### src/hdl/pfr_pkg.sv
`timescale 1ns / 1ps
// ---------------------------------------------------------------------------
// pfr_pkg
// Shared types and constants for the framed packet receiver.
// ---------------------------------------------------------------------------
package pfr_pkg;

    // Register map (word index, byte address is 4 * index)
    localparam logic [0:0] REG_START_BYTE   = 1'b0;
    localparam logic [7:0] START_BYTE_RESET = 8'h7E;

    // Receive phase
    typedef enum logic [2:0] {
        PH_IDLE   = 3'd0,
        PH_TYPE   = 3'd1,
        PH_LENGTH = 3'd2,
        PH_DATA   = 3'd3,
        PH_CHECK  = 3'd4
    } t_phase;

    // Role tag given to each received byte
    typedef enum logic [2:0] {
        ROLE_IGNORED = 3'd0,
        ROLE_START   = 3'd1,
        ROLE_TYPE    = 3'd2,
        ROLE_LENGTH  = 3'd3,
        ROLE_DATA    = 3'd4,
        ROLE_CHECK   = 3'd5
    } t_role;

    // One result per received byte
    typedef struct packed {
        t_role      role;
        logic [7:0] value;
        logic [5:0] data_index;
        logic       frame_end;
        logic       checksum_bad;
        logic [7:0] frame_type;
        logic [7:0] frame_length;
    } t_result;

endpackage

### src/hdl/packet_frame_receiver.sv
`timescale 1ns / 1ps
// ---------------------------------------------------------------------------
// packet_frame_receiver
// Start-byte framed packet receiver with XOR checksum check.
// ---------------------------------------------------------------------------
// Each received byte gives exactly one result tagging it as ignored, start,
// type, length, data or checksum. The block takes one byte per clock cycle
// while the output does not stall. The input register takes a byte when its
// request is accepted, and the result register takes its result when the
// byte moves on from the input register, so the output comes from a register;
// the frame state machine updates once per byte taken, which sets this rate.
// Stalls on the output side back up through the result register to
// s_axis_tready. While idle, bytes are dropped until one equals the
// start_byte register (address 0, reset 0x7E); then type, length,
// min(length, MAX_DATA) data bytes and a checksum byte follow. The checksum
// is the XOR of type, length and the data taken.
// ---------------------------------------------------------------------------
module packet_frame_receiver
    import pfr_pkg::*;
#(
    parameter int MAX_DATA = 64        // 1 .. 255
) (
    input  logic        i_clk,
    input  logic        i_rst_n,
    // byte input
    input  logic        s_axis_tvalid,
    output logic        s_axis_tready,
    input  logic [7:0]  s_axis_tdata,   // [7:0] rx_byte
    // result output
    output logic        m_axis_tvalid,
    input  logic        m_axis_tready,
    output logic [31:0] m_axis_tdata,   // [7:0] value, [13:8] data_index,
                                        // [14] checksum_bad, [22:15] frame_type,
                                        // [30:23] frame_length, [31] zero
    output logic [2:0]  m_axis_tuser,   // [2:0] role
    output logic        m_axis_tlast,   // frame_end
    // configuration
    input  logic        psel,
    input  logic        penable,
    input  logic        pwrite,
    input  logic [2:0]  paddr,
    input  logic [31:0] pwdata,
    output logic [31:0] prdata,
    output logic        pready
);

    logic [7:0] r_start_byte;
    logic       r_in_valid;
    logic [7:0] r_in_byte;
    logic       r_out_valid;
    t_result    r_out;
    t_result    w_result;
    logic       w_adv;

    // Configuration register
    assign pready = 1'b1;
    assign prdata = (paddr[2] == REG_START_BYTE) ? {24'd0, r_start_byte} : 32'd0;

    always_ff @(posedge i_clk) begin
        if (!i_rst_n) begin
            r_start_byte <= START_BYTE_RESET;
        end else if (psel && penable && pwrite && pready &&
                     (paddr[2] == REG_START_BYTE)) begin
            r_start_byte <= pwdata[7:0];
        end
    end

    // Byte moves from the input register into the result register
    assign w_adv         = r_in_valid && (!r_out_valid || m_axis_tready);
    assign s_axis_tready = !r_in_valid || w_adv;

    // Input register
    always_ff @(posedge i_clk) begin
        if (!i_rst_n) begin
            r_in_valid <= 1'b0;
        end else if (s_axis_tready) begin
            r_in_valid <= s_axis_tvalid;
        end
    end

    always_ff @(posedge i_clk) begin
        if (s_axis_tvalid && s_axis_tready) begin
            r_in_byte <= s_axis_tdata;
        end
    end

    pfr_parser #(
        .MAX_DATA (MAX_DATA)
    ) u_parser (
        .i_clk        (i_clk),
        .i_rst_n      (i_rst_n),
        .i_step       (w_adv),
        .i_byte       (r_in_byte),
        .i_start_byte (r_start_byte),
        .o_result     (w_result)
    );

    // Result register
    always_ff @(posedge i_clk) begin
        if (!i_rst_n) begin
            r_out_valid <= 1'b0;
        end else if (w_adv) begin
            r_out_valid <= 1'b1;
        end else if (m_axis_tready) begin
            r_out_valid <= 1'b0;
        end
    end

    always_ff @(posedge i_clk) begin
        if (w_adv) begin
            r_out <= w_result;
        end
    end

    assign m_axis_tvalid = r_out_valid;
    assign m_axis_tuser  = r_out.role;
    assign m_axis_tlast  = r_out.frame_end;
    assign m_axis_tdata  = {1'b0, r_out.frame_length, r_out.frame_type,
                            r_out.checksum_bad, r_out.data_index, r_out.value};

`ifndef ASSERT_OFF
    // An empty input register always takes a new request
    a_in_ready: assert property (@(posedge i_clk) disable iff (!i_rst_n)
        !r_in_valid |-> s_axis_tready)
        else $error("input register empty but not ready");

    // A byte that leaves the input register lands in the result register
    a_adv_lands: assert property (@(posedge i_clk) disable iff (!i_rst_n)
        w_adv |=> r_out_valid)
        else $error("advanced byte lost before the result register");

    // A checksum error is only flagged on the checksum byte
    a_bad_at_end: assert property (@(posedge i_clk) disable iff (!i_rst_n)
        (r_out_valid && r_out.checksum_bad) |-> (r_out.frame_end &&
                                                 r_out.role == ROLE_CHECK))
        else $error("checksum error outside a checksum byte");
`endif

endmodule

### src/hdl/pfr_parser.sv
`timescale 1ns / 1ps
// ---------------------------------------------------------------------------
// pfr_parser
// Frame state machine: tags each byte, keeps type, length, byte count and
// the running XOR, and checks the checksum byte.
// ---------------------------------------------------------------------------
module pfr_parser
    import pfr_pkg::*;
#(
    parameter int MAX_DATA = 64
) (
    input  logic       i_clk,
    input  logic       i_rst_n,
    input  logic       i_step,        // take i_byte this cycle
    input  logic [7:0] i_byte,
    input  logic [7:0] i_start_byte,
    output t_result    o_result       // result for i_byte, valid with i_step
);

    localparam int CW = $clog2(MAX_DATA + 1);

    t_phase          r_phase, n_phase;
    logic [7:0]      r_type,  n_type;
    logic [7:0]      r_len,   n_len;
    logic [CW-1:0]   r_cnt,   n_cnt;
    logic [7:0]      r_xor,   n_xor;
    logic [CW-1:0]   w_cnt_inc;
    logic            w_data_done;

    // Count never exceeds MAX_DATA, so the increment cannot wrap in the data phase
    assign w_cnt_inc   = r_cnt + CW'(1);
    assign w_data_done = (9'(w_cnt_inc) >= {1'b0, r_len}) ||
                         (w_cnt_inc >= CW'(MAX_DATA));

    // Next state and held frame fields
    always_comb begin
        n_phase = r_phase;
        n_type  = r_type;
        n_len   = r_len;
        n_cnt   = r_cnt;
        n_xor   = r_xor;
        unique case (r_phase)
            PH_TYPE: begin
                n_type  = i_byte;
                n_xor   = i_byte;
                n_phase = PH_LENGTH;
            end
            PH_LENGTH: begin
                n_len   = i_byte;
                n_xor   = r_xor ^ i_byte;
                n_cnt   = '0;
                // empty payload goes straight to the checksum
                n_phase = (i_byte == 8'd0) ? PH_CHECK : PH_DATA;
            end
            PH_DATA: begin
                n_xor = r_xor ^ i_byte;
                n_cnt = w_cnt_inc;
                if (w_data_done) begin
                    n_phase = PH_CHECK;
                end
            end
            PH_CHECK: begin
                n_phase = PH_IDLE;
            end
            default: begin
                if (i_byte == i_start_byte) begin
                    n_xor   = '0;
                    n_cnt   = '0;
                    n_phase = PH_TYPE;
                end else begin
                    n_phase = PH_IDLE;
                end
            end
        endcase
    end

    // Result for the byte being taken
    always_comb begin
        o_result              = '0;
        o_result.value        = i_byte;
        o_result.frame_type   = n_type;
        o_result.frame_length = n_len;
        unique case (r_phase)
            PH_TYPE:   o_result.role = ROLE_TYPE;
            PH_LENGTH: o_result.role = ROLE_LENGTH;
            PH_DATA: begin
                o_result.role       = ROLE_DATA;
                o_result.data_index = 6'(r_cnt);   // wraps beyond 63
            end
            PH_CHECK: begin
                o_result.role         = ROLE_CHECK;
                o_result.frame_end    = 1'b1;
                o_result.checksum_bad = (r_xor != i_byte);
            end
            default: begin
                o_result.role = (i_byte == i_start_byte) ? ROLE_START : ROLE_IGNORED;
            end
        endcase
    end

    // State registers
    always_ff @(posedge i_clk) begin
        if (!i_rst_n) begin
            r_phase <= PH_IDLE;
            r_type  <= '0;
            r_len   <= '0;
            r_cnt   <= '0;
            r_xor   <= '0;
        end else if (i_step) begin
            r_phase <= n_phase;
            r_type  <= n_type;
            r_len   <= n_len;
            r_cnt   <= n_cnt;
            r_xor   <= n_xor;
        end
    end

endmodule
### config.mk
export PLATFORM = sky130hd
export DESIGN_NAME = packet_frame_receiver
export DESIGN_NICKNAME = d
export VERILOG_FILES = /design/src/hdl/pfr_pkg.sv /design/src/hdl/packet_frame_receiver.sv /design/src/hdl/pfr_parser.sv
export SDC_FILE = /design/constraint.sdc
export NUM_CORES = 1
export LEC_CHECK = 0
export ABC_AREA = 1
export BUFFER_PORTS_ARGS = -buffer_cell sky130_fd_sc_hd__buf_2
export CORE_MARGIN = 4
export CORE_UTILIZATION = 50
export CTS_BUF_LIST = sky130_fd_sc_hd__clkbuf_16
export CTS_CLUSTER_SIZE = 12
export DETAILED_ROUTE_END_ITERATION = 8
export GPL_ROUTABILITY_DRIVEN = 0
export PLACE_DENSITY = 0.88
export SETUP_SLACK_MARGIN = 0.4
export SLEW_MARGIN = 20
export SYNTH_ARGS = -nofsm -noshare
export SYNTH_HDL_FRONTEND = slang
export SYNTH_SLANG_ARGS = --single-unit
### constraint.sdc
create_clock -name i_clk -period 5.8 [get_ports i_clk]
set_input_delay 0.87 -clock i_clk [delete_from_list [all_inputs] [get_ports i_clk]]
set_output_delay 0.87 -clock i_clk [all_outputs]
set_load 0.02 [all_outputs]
* Word level (Yosys, flattened, before mapping)
Cells that the tools add are included.
W data, S select, Z words.
** Word-level totals
- Bits in registers :: 87
- Memory bits (writable) :: 0
- Logic and storage cells :: 64
- ROM bits :: 0
- Memories :: 0
- Latch bits :: 0
** Operators by class
- $lt $le $gt $ge :: 2
- Multiplexer cells :: 15
- Shifts and indexed selects :: 0
- Equal/unequal tests :: 7
- Bitwise logic cells :: 4
- Div/mod/pow operators :: 0
- Reductions and logical operators :: 19
- $add $sub $neg :: 1
- $mul :: 0
** Operators by type and width (number)
- $mux W8 :: 4
- $pmux W3 S4 :: 2
- $pmux W8 S3 :: 1
- $pmux W7 S3 :: 1
- $eq A8 B8 Y1 :: 1
- $ge A7 B8 Y1 :: 1
- $logic_not A8 Y1 :: 1
- $ne A8 B8 Y1 :: 1
- $xor A8 B8 Y8 :: 1
- $add A7 B1 Y7 const B :: 1
- $ge A7 B7 Y1 const B :: 1
- $mux W7 :: 1
- $eq A3 B2 Y1 const B :: 2
- $mux W3 :: 2
- $reduce_and A3 Y1 :: 2
- $reduce_bool A3 Y1 :: 2
- $logic_and A1 B1 Y1 :: 5
- $reduce_or A2 Y1 :: 2
- $eq A3 B1 Y1 const B :: 1
- $eq A3 B3 Y1 const B :: 1
- $logic_or A1 B1 Y1 :: 3
- $mux W1 :: 3
- $not A1 Y1 :: 3
- $logic_not A1 Y1 :: 2
- 4 further kinds :: 4

* Logic depth before layout (Yosys ltp)
Gate-level depths: netlist of the first run.
- Depth after elaboration :: 5
- Gate-level depth with buffers :: 16
- Mapped depth without buffers :: 16

* By module
Synthesis of the first run repeated with hierarchy kept, for this count alone.
** Second synthesis, totals
- Cell total of the unflattened synthesis :: 514
- Area, all modules :: 4329.2 um^2
** Modules (own cells, without submodules)
- pfr_parser :: cells an instance 369, instances 1, sequential area each 680.7 um^2, area each 2322.2 um^2
- packet_frame_receiver :: cells an instance 145, instances 1, sequential area each 1491.4 um^2, area each 2006.9 um^2

* Worst setup path after synthesis of the first run
Ideal clock, no wire load.
- Kind :: input port to output port
- Start point :: input paddr[2]
- End point :: output prdata[0]
- Data arrival time :: 1.320 ns
- Cell stages on the path :: 2
- Required time :: 4.930 ns
- Slack :: 3.610 ns
- Path through :: buf_2 > nor2_1
** On the way
- Cells in the longest elaborated chain, start to end :: 1
** RTL lines
- start: declaration :: RTL line packet_frame_receiver.sv:41 : input logic [2:0] paddr,
- $mux W8 :: RTL line packet_frame_receiver.sv:57 : assign prdata = (paddr[2] == REG_START_BYTE) ? {24'd0, r_start_byte} : 32'd0;
- end: declaration :: RTL line packet_frame_receiver.sv:43 : output logic [31:0] prdata,
Every way passes these cells.

* Worst setup path in the final report of the first run
- Start point :: input m_axis_tready
- End point :: register u_parser.r_type[2]
** On the way
- Cells in the longest elaborated chain, start to end :: 2
** RTL lines
- start: declaration :: RTL line packet_frame_receiver.sv:31 : input logic m_axis_tready,
- $logic_or A1 B1 Y1 :: RTL line packet_frame_receiver.sv:69 : assign w_adv = r_in_valid && (!r_out_valid || m_axis_tready);
- $logic_and A1 B1 Y1 :: RTL line packet_frame_receiver.sv:69
- end signal: assignment :: RTL line pfr_parser.sv:111 : r_type <= n_type;
- end: declaration :: RTL line pfr_parser.sv:23 : logic [7:0] r_type, n_type;
Every way passes these cells.
A chain may end at the register's enable or synchronous reset.

==> results of run 1 <==
==> per-stage QoR <==
stage          setup slack (ps)  cell area, um2  utilization  hold WS [ps]  instances
2_1_floorplan              3610            4380            -         452.8        505
3_3_place_gp               3038            4559       0.5494         460.0        638
3_5_place_dp               2929            4559       0.5494         469.4        638
4_1_cts                    3278            4850       0.5844         476.3        654
5_1_grt                    3029            4850       0.5844         504.8        654
6_report                   3266            4850       0.5844         479.4        654
==> final timing paths <==
kind                                  startpoint  slack [ps]                               end  depth (start not counted)
hold reg to reg   u_parser.r_xor[0]$_SDFFE_PN0P_         480    u_parser.r_xor[0]$_SDFFE_PN0P_                          2
hold / removal    u_parser.r_xor[0]$_SDFFE_PN0P_         480    u_parser.r_xor[0]$_SDFFE_PN0P_                          2
setup / recovery                   m_axis_tready        3270   u_parser.r_type[2]$_SDFFE_PN0P_                         10
setup reg to reg  u_parser.r_cnt[0]$_SDFFE_PN0P_        3480  u_parser.r_phase[0]$_SDFFE_PN0P_                         14
==> cell families (layout without fill, tap and decap cells) <==
| group | count (synthesis) | in the layout |
|---|---|---|
| xor gates and xnor gates | 16 | 16 |
| DFF | 87 | 87 |
| AOI/OAI and AO/OA | 78 | 78 |
| adders and majority gates | 8 | 8 |
| buffers and inverters | 109 | 153 |
| and+or+nand+nor | 181 | 181 |
| other | 2 | 26 |
==> layout make-up <==
cell class,count,area share
flip-flops and latches,87,0.4479
multi-input cells,309,0.3403
repair buffers,69,0.07172
inverters,68,0.05315
clock buffers,9,0.04644
well taps,105,0.02709
clock inverters,7,0.01342
==> per-layer routing <==
metal  vias to the layer above  part of all wire  GRT usage  wire length [um]
met5                         -                 0          0                 0
met1                      1500              0.40     0.2147              3526
met4                         0             0.027    0.08187               239
met3                        28             0.092    0.04498               817
li1                       1633                 -          -                 -
met2                       174              0.48     0.3058              4271
==> critical path: stages <==
cell and delay, ps:
sky130_fd_sc_hd__buf_2 70, sky130_fd_sc_hd__inv_1 40, sky130_fd_sc_hd__nand2_1 80, sky130_fd_sc_hd__nand2_2 330, sky130_fd_sc_hd__inv_1 570, sky130_fd_sc_hd__buf_4 460
sky130_fd_sc_hd__nor2_1 80, sky130_fd_sc_hd__nor2_1 130, sky130_fd_sc_hd__o21ai_1 90, sky130_fd_sc_hd__inv_1 70
==> power groups by stage <==
stage | logic, mW | clock network [mW] | registers, mW
after floorplan | 0.141 | 0 | 0.723
after global placement | 0.179 | 0 | 0.708
after detailed placement | 0.187 | 0 | 0.710
after CTS | 0.188 | 0.567 | 0.696
after global routing | 0.209 | 0.592 | 0.700
final | 0.190 | 0.559 | 0.696
==> cells in the mapped netlist, drive strengths merged (7+ instances only) <==
master | count | area share
a21oi | 23 | 0.028
buf | 35 | 0.065
dfxtp | 44 | 0.21
edfxtp | 43 | 0.30
ha | 8 | 0.023
inv | 68 | 0.060
nand2 | 91 | 0.087
nand3 | 21 | 0.036
nand4 | 7 | 0.014
nor2 | 59 | 0.059
o211ai | 7 | 0.012
o21ai | 40 | 0.054
xnor2 | 10 | 0.020
==> flip-flops by register name (all words and copies together) (netlist names) <==
signal	cells
m_axis_tdata	31
m_axis_tlast	1
m_axis_tuser	3
m_axis_tvalid	1
r_in_byte	8
r_in_valid	1
r_start_byte	8
u_parser.r_cnt	7
u_parser.r_len	8
u_parser.r_phase	3
u_parser.r_type	8
u_parser.r_xor	8
==> summary.md, run 1 <==
- finished clean — outcome
- 13.54 um — routed length per instance
- yes — CTS tree
- in2reg — classification of the worst setup path
- 0 — fraction of registers with async set/reset
- 3 — maximum level of the CTS H-tree
- 0.0001555 V — highest ir drop seen on vdd
- 0.5063 — register area share after synthesis
- sky130_fd_sc_hd__nand2_1 — most common cell after layout, fill and taps aside
- 0 — CTS resizes
- 34 — largest net degree at the start of global routing
- 3180 — number of global-route vias before repair
- 0.1803 — Tot GR Track Use
- 0.1995 — area share of and/or/nand/nor cells after synthesis
- 0.131 — Comb pwr share
- 8.920 um2 — per-instance average area after synthesis
- 0 ps — setup TNS after final layout
- 2172 um2 — area taken by flip-flops and latches
- 1.445 mW — overall power after layout
- 0.2626 — fraction of power spent switching nets
- 0.3794 mW — net switching power
- 100.6 um — Die X
- 1.065 mW — internal power component
- 297.9 nW/um2 — PwrDens
- sky130_fd_sc_hd__nand2_1, sky130_fd_sc_hd__buf_2, sky130_fd_sc_hd__inv_1, sky130_fd_sc_hd__nor2_1, sky130_fd_sc_hd__dfxtp_1 — top library cells by usage in the layout, fill and taps aside
- 0 — yosys synthesis warning count
- 394.7 MHz — Max Clk Rate
- sky130_fd_sc_hd__dfxtp_1 — most instantiated flip-flop cell in the synthesis netlist
- flop — Crit. End Element
- 0 — residual DRC count
- 13.04% — Area Growth Syn to Fin
- simple AND/OR/NAND/NOR gates — largest family of logic cells by synthesized area
- 3335 — overall via count from detail_route
- 2534 ps — crit path time final
- 87 — number of storage elements in the synthesis netlist
- 1650 um2 — multi-input logic area
- 8299 um2 — total core area
- primary input — sort of element at the start of the critical path
- 9.086 ps — Setup Skew
- 4290 um2 — total standard cell area after synthesis
- 0 — max cap viols
- 0.02333 — adder-cell share of the synthesized area
- 0.1064 — share of the synthesized area in compound gates (AO/OA/AOI/OAI)
- 0 — multiplexer share of the synthesized area
- 0 — number of pins with negative max-slew slack in the final report
- 43 — number of enable flip-flop cells after synthesis
- 0.2095 — share of layout cells above drive strength 1
- 0 — number of buffers added for setup after CTS
- reg2reg — worst hold path class
- 219 — Starting DRT DRC Count
- 9 — CTS buffer count
- 121 — Boundary Pins
- 1066 ps — slew at the pin closest to its max-slew limit
- 5 — Pre-antenna DRT Iters
- 0 — post-cts hold buffer count
- 10130 um2 — die area
- 14400 um — wire length of the first global-routing pass
- 60 ps — CTS clock-pin slew for the worst setup and hold paths
- 676 — count of filler cells inserted in the layout
- 0 — number of setup violations in the final report
- false — setup repair after global routing missed its margin
- 602 — count of nets after finishing
- 0.387 — portion of total power attributed to the clock network
- 37 — count of distinct cell types in the synthesized netlist
- 8855 um — final wirelength
- 33 — standard-cell rows
- 0.482 — portion of total power attributed to sequential cells
- 0 — number of hold-slack violations in the final timing report
- 0 — antenna fix cells
- 100.6 um — die outline height
- 0 — count of nets left with antenna violations after detail routing
- 0.03266 — xor and xnor area share after synthesis
- 2.253 nW — LEAKAGE
- 481 — instance count of the mapped netlist
- 340 ps — clock latency at the later pin of the worst-skew pair
- 0.2882 — max-slew headroom at the worst pin
- 87 — TritonCTS sink count
- 32 — largest fanout on the critical path
- 0.4368 — fraction of the cycle the final worst path needs
- sky130_fd_sc_hd__clkbuf_16 — Clock Tree Root
- 6080 ps — CP Data Required Time
- 6387 um — sum of net half-perimeters after detailed placement
- 2 — maximum count of clock buffers along a single path
- 5.099 — routed vias/inst
- 0 — initial antenna violation count
- 0.5170 — effective utilization at floorplan
- 2820 ps — Arrival @ worst endpoint
- 68 — port buffer count
- 0 — Remaining Overflow, GRT
Note: power is estimated with default switching activity, not from simulation.
==> inputs of run 2 (changes only) <==
CORE_UTILIZATION = 47   (was 50)
PLACE_DENSITY = 0.87   (was 0.88)
clock period = 2.3 ns   (was 5.8 ns; I/O delays follow)
==> run 2 against run 1 <==
  * Global-route usage is 0.74 points higher
  * Clock-buffer cell count unchanged
  * Flip-flop and latch count unchanged
  * Critical endpoint is now u_parser.r_phase[0]$_SDFFE_PN0P_
  * Total power grew to 2.8 times the previous value
  * Hold slack got worse by 310 ps
==> summary.md, run 2 (synthesis results as in run 1) <==
- 6655 um — sum of net half-perimeters after detailed placement, +4.2%
- 762.0 nW/um2 — PwrDens, +160%
- 1 — cell count of the worst hold path, -1
- 0 — antenna fix cells, unchanged
- 9 — CTS buffer count, unchanged
- 16330 um — wire length of the first global-routing pass, +13%
- 121 — Boundary Pins, unchanged
- 0 — initial antenna violation count, unchanged
- 5.209 — routed vias/inst, +2.2%
- 0.2930 — share of layout cells above drive strength 1, +0.08351
- flop — sort of element at the start of the critical path
- 5 — Pre-antenna DRT Iters, unchanged
- 70 ps — CTS clock-pin slew for the worst setup and hold paths, about the same
- 0 — number of hold-slack violations in the final timing report, unchanged
- 2 — maximum count of clock buffers along a single path, unchanged
- 0 — Remaining Overflow, GRT, unchanged
- 340 ps — clock latency at the later pin of the worst-skew pair, about the same
- 10720 um2 — die area, +5.9%
- yes — CTS tree
- 103.5 um — die outline height, +2.9%
- sky130_fd_sc_hd__nand2_1 — most common cell after layout, fill and taps aside
- 623 — count of nets after finishing, +3.5%
- 0 — number of setup violations in the final report, unchanged
- 5239 um2 — design area, +8.0%
- flop — Crit. End Element
- 10400 um — final wirelength, +17%
- sky130_fd_sc_hd__nand2_1, sky130_fd_sc_hd__buf_2, sky130_fd_sc_hd__inv_1, sky130_fd_sc_hd__nor2_1, sky130_fd_sc_hd__edfxtp_1 — top library cells by usage in the layout, fill and taps aside
- 87 — TritonCTS sink count, unchanged
- 4616 um2 — placed cell area, +1.2%
- true — setup repair after global routing missed its margin
- 0 ps — setup TNS after final layout, unchanged
- 2090 ps — crit path time final
- 3532 — overall via count from detail_route, +5.9%
- 16 — Worst R2R Path Depth, +2
- 0 — residual DRC count, unchanged
- 478.4 MHz — Max Clk Rate
- 5 — largest fanout on the critical path, -84%
- 3512 — number of global-route vias before repair, +10%
- 0 — count of nets left with antenna violations after detail routing, unchanged
- 99.35 ps — pre-CTS WS, -2830 ps
- 0.0004268 V — highest ir drop seen on vdd, +170%
- 3.992 mW — overall power after layout, +180%
- 22.11% — Area Growth Syn to Fin
- 2530 ps — CP Data Required Time, -3550 ps
- 2.393 nW — LEAKAGE, +6.2%
- 34 — largest net degree at the start of global routing, unchanged
- 15.34 um — routed length per instance, +13%
- sky130_fd_sc_hd__clkbuf_16 — Clock Tree Root
- 0 — max cap viols, unchanged
- reg2reg — classification of the worst setup path
- 103.5 um — Die X, +2.9%
- 9.557 ps — Setup Skew, +0.4718 ps
- 0 — post-cts hold buffer count, unchanged
- 68 — port buffer count, unchanged
- 581.2 ps — slew at the pin closest to its max-slew limit, -485.3 ps
- 0 — number of pins with negative max-slew slack in the final report, unchanged
- 34 — standard-cell rows, +3.0%
- 3 — maximum level of the CTS H-tree, unchanged
- 31 — flip-flop count of the largest register after layout, unchanged
- 209.8 ps — final setup slack of the worst path, -3057 ps
- 254 — Starting DRT DRC Count, +16%
- 0.1877 — Tot GR Track Use, +0.007385
- 0.6115 — max-slew headroom at the worst pin, +0.3232
- 8806 um2 — total core area, +6.1%
- 2320 ps — Arrival @ worst endpoint, -500 ps
- 0.4872 — effective utilization at floorplan, -0.02975
- finished clean — outcome
- 0.9088 — fraction of the cycle the final worst path needs
- in2reg — worst hold path class
-- run 2: changes by cell type in the layout (fill, tap and decap cells not counted), moves of 3 or more --
| cell | delta |
|---|---|
| sky130_fd_sc_hd__nand2_2 | +6 |
| sky130_fd_sc_hd__dfxtp_4 | +3 |
| sky130_fd_sc_hd__nand2_1 | -8 |
| sky130_fd_sc_hd__inv_1 | -3 |
| sky130_fd_sc_hd__dfxtp_1 | -4 |
| sky130_fd_sc_hd__buf_4 | +19 |
| sky130_fd_sc_hd__nor2_1 | -3 |
| sky130_fd_sc_hd__nand3_2 | +3 |
| sky130_fd_sc_hd__nand3_1 | -5 |
| sky130_fd_sc_hd__ha_1 | -4 |
| sky130_fd_sc_hd__ha_4 | +3 |
-- run 2: critical path, cell delays in order (launching register included) --
cell and delay, ps:
sky130_fd_sc_hd__dfxtp_4 380, sky130_fd_sc_hd__ha_4 160, sky130_fd_sc_hd__nand3_4 70, sky130_fd_sc_hd__nor2_4 140, sky130_fd_sc_hd__nand2_2 80, sky130_fd_sc_hd__nand2_2 90, sky130_fd_sc_hd__nand2_2 60, sky130_fd_sc_hd__inv_2 90
sky130_fd_sc_hd__ha_4 200, sky130_fd_sc_hd__nand2_2 60, sky130_fd_sc_hd__o21ai_1 60, sky130_fd_sc_hd__nor2_1 110, sky130_fd_sc_hd__nand3_2 160, sky130_fd_sc_hd__nand2_4 160, sky130_fd_sc_hd__nand2_4 70, sky130_fd_sc_hd__nand2_2 70
sky130_fd_sc_hd__nor2_2 30
-- run 2: path summary, 6_finish.rpt --
path,startpoint,to,slack [ps]
worst max-delay path,u_parser.r_cnt[1]$_SDFFE_PN0P_,u_parser.r_phase[0]$_SDFFE_PN0P_,210
worst min-delay path,s_axis_tdata[5],r_in_byte[5]$_DFFE_PP_,170
worst max register to register,u_parser.r_cnt[1]$_SDFFE_PN0P_,u_parser.r_phase[0]$_SDFFE_PN0P_,210
worst min register to register,u_parser.r_xor[0]$_SDFFE_PN0P_,u_parser.r_xor[0]$_SDFFE_PN0P_,490
-- run 2: timing repair --
action	in CTS	in global routing
gates cloned	0	0
gates resized for setup	30	4
buffers inserted	17	1
setup endpoints to repair	3	4
pin swaps	11	8
-- run 2: area by class of cell --
type                       count  area [um2]
sequential                    87        2185
fill                         694        3567
clock inverter                 7       126.4
multi-input combinational    309        1788
tap                          108       135.1
timing repair buffer          90       521.8
inverter                      68       257.7
clock buffer                   9       225.2
-- run 2: through the flow --
stage | hold slack (ps) | instances | utilization
after floorplan | 443.9 | 505 | -
after global placement | 460.6 | 644 | 0.5242
after detailed placement | 478.4 | 644 | 0.5242
after CTS | 170.2 | 677 | 0.5926
after global routing | 162.6 | 678 | 0.5949
final | 173.9 | 678 | 0.5949
-- run 2: metal layers --
metal / track usage / vias up / wire length (um)
li1: - / 1673 / -
met1: 0.2018 / 1633 / 3795
met2: 0.3435 / 188 / 5417
met3: 0.04540 / 38 / 853
met4: 0.09212 / 0 / 332
met5: 0 / - / 0
-- run 2: report_power, final --
part	internal [mW]	switching (mW)
sequential	1.71	0.0448
combinational	0.158	0.362
clock	1.08	0.641
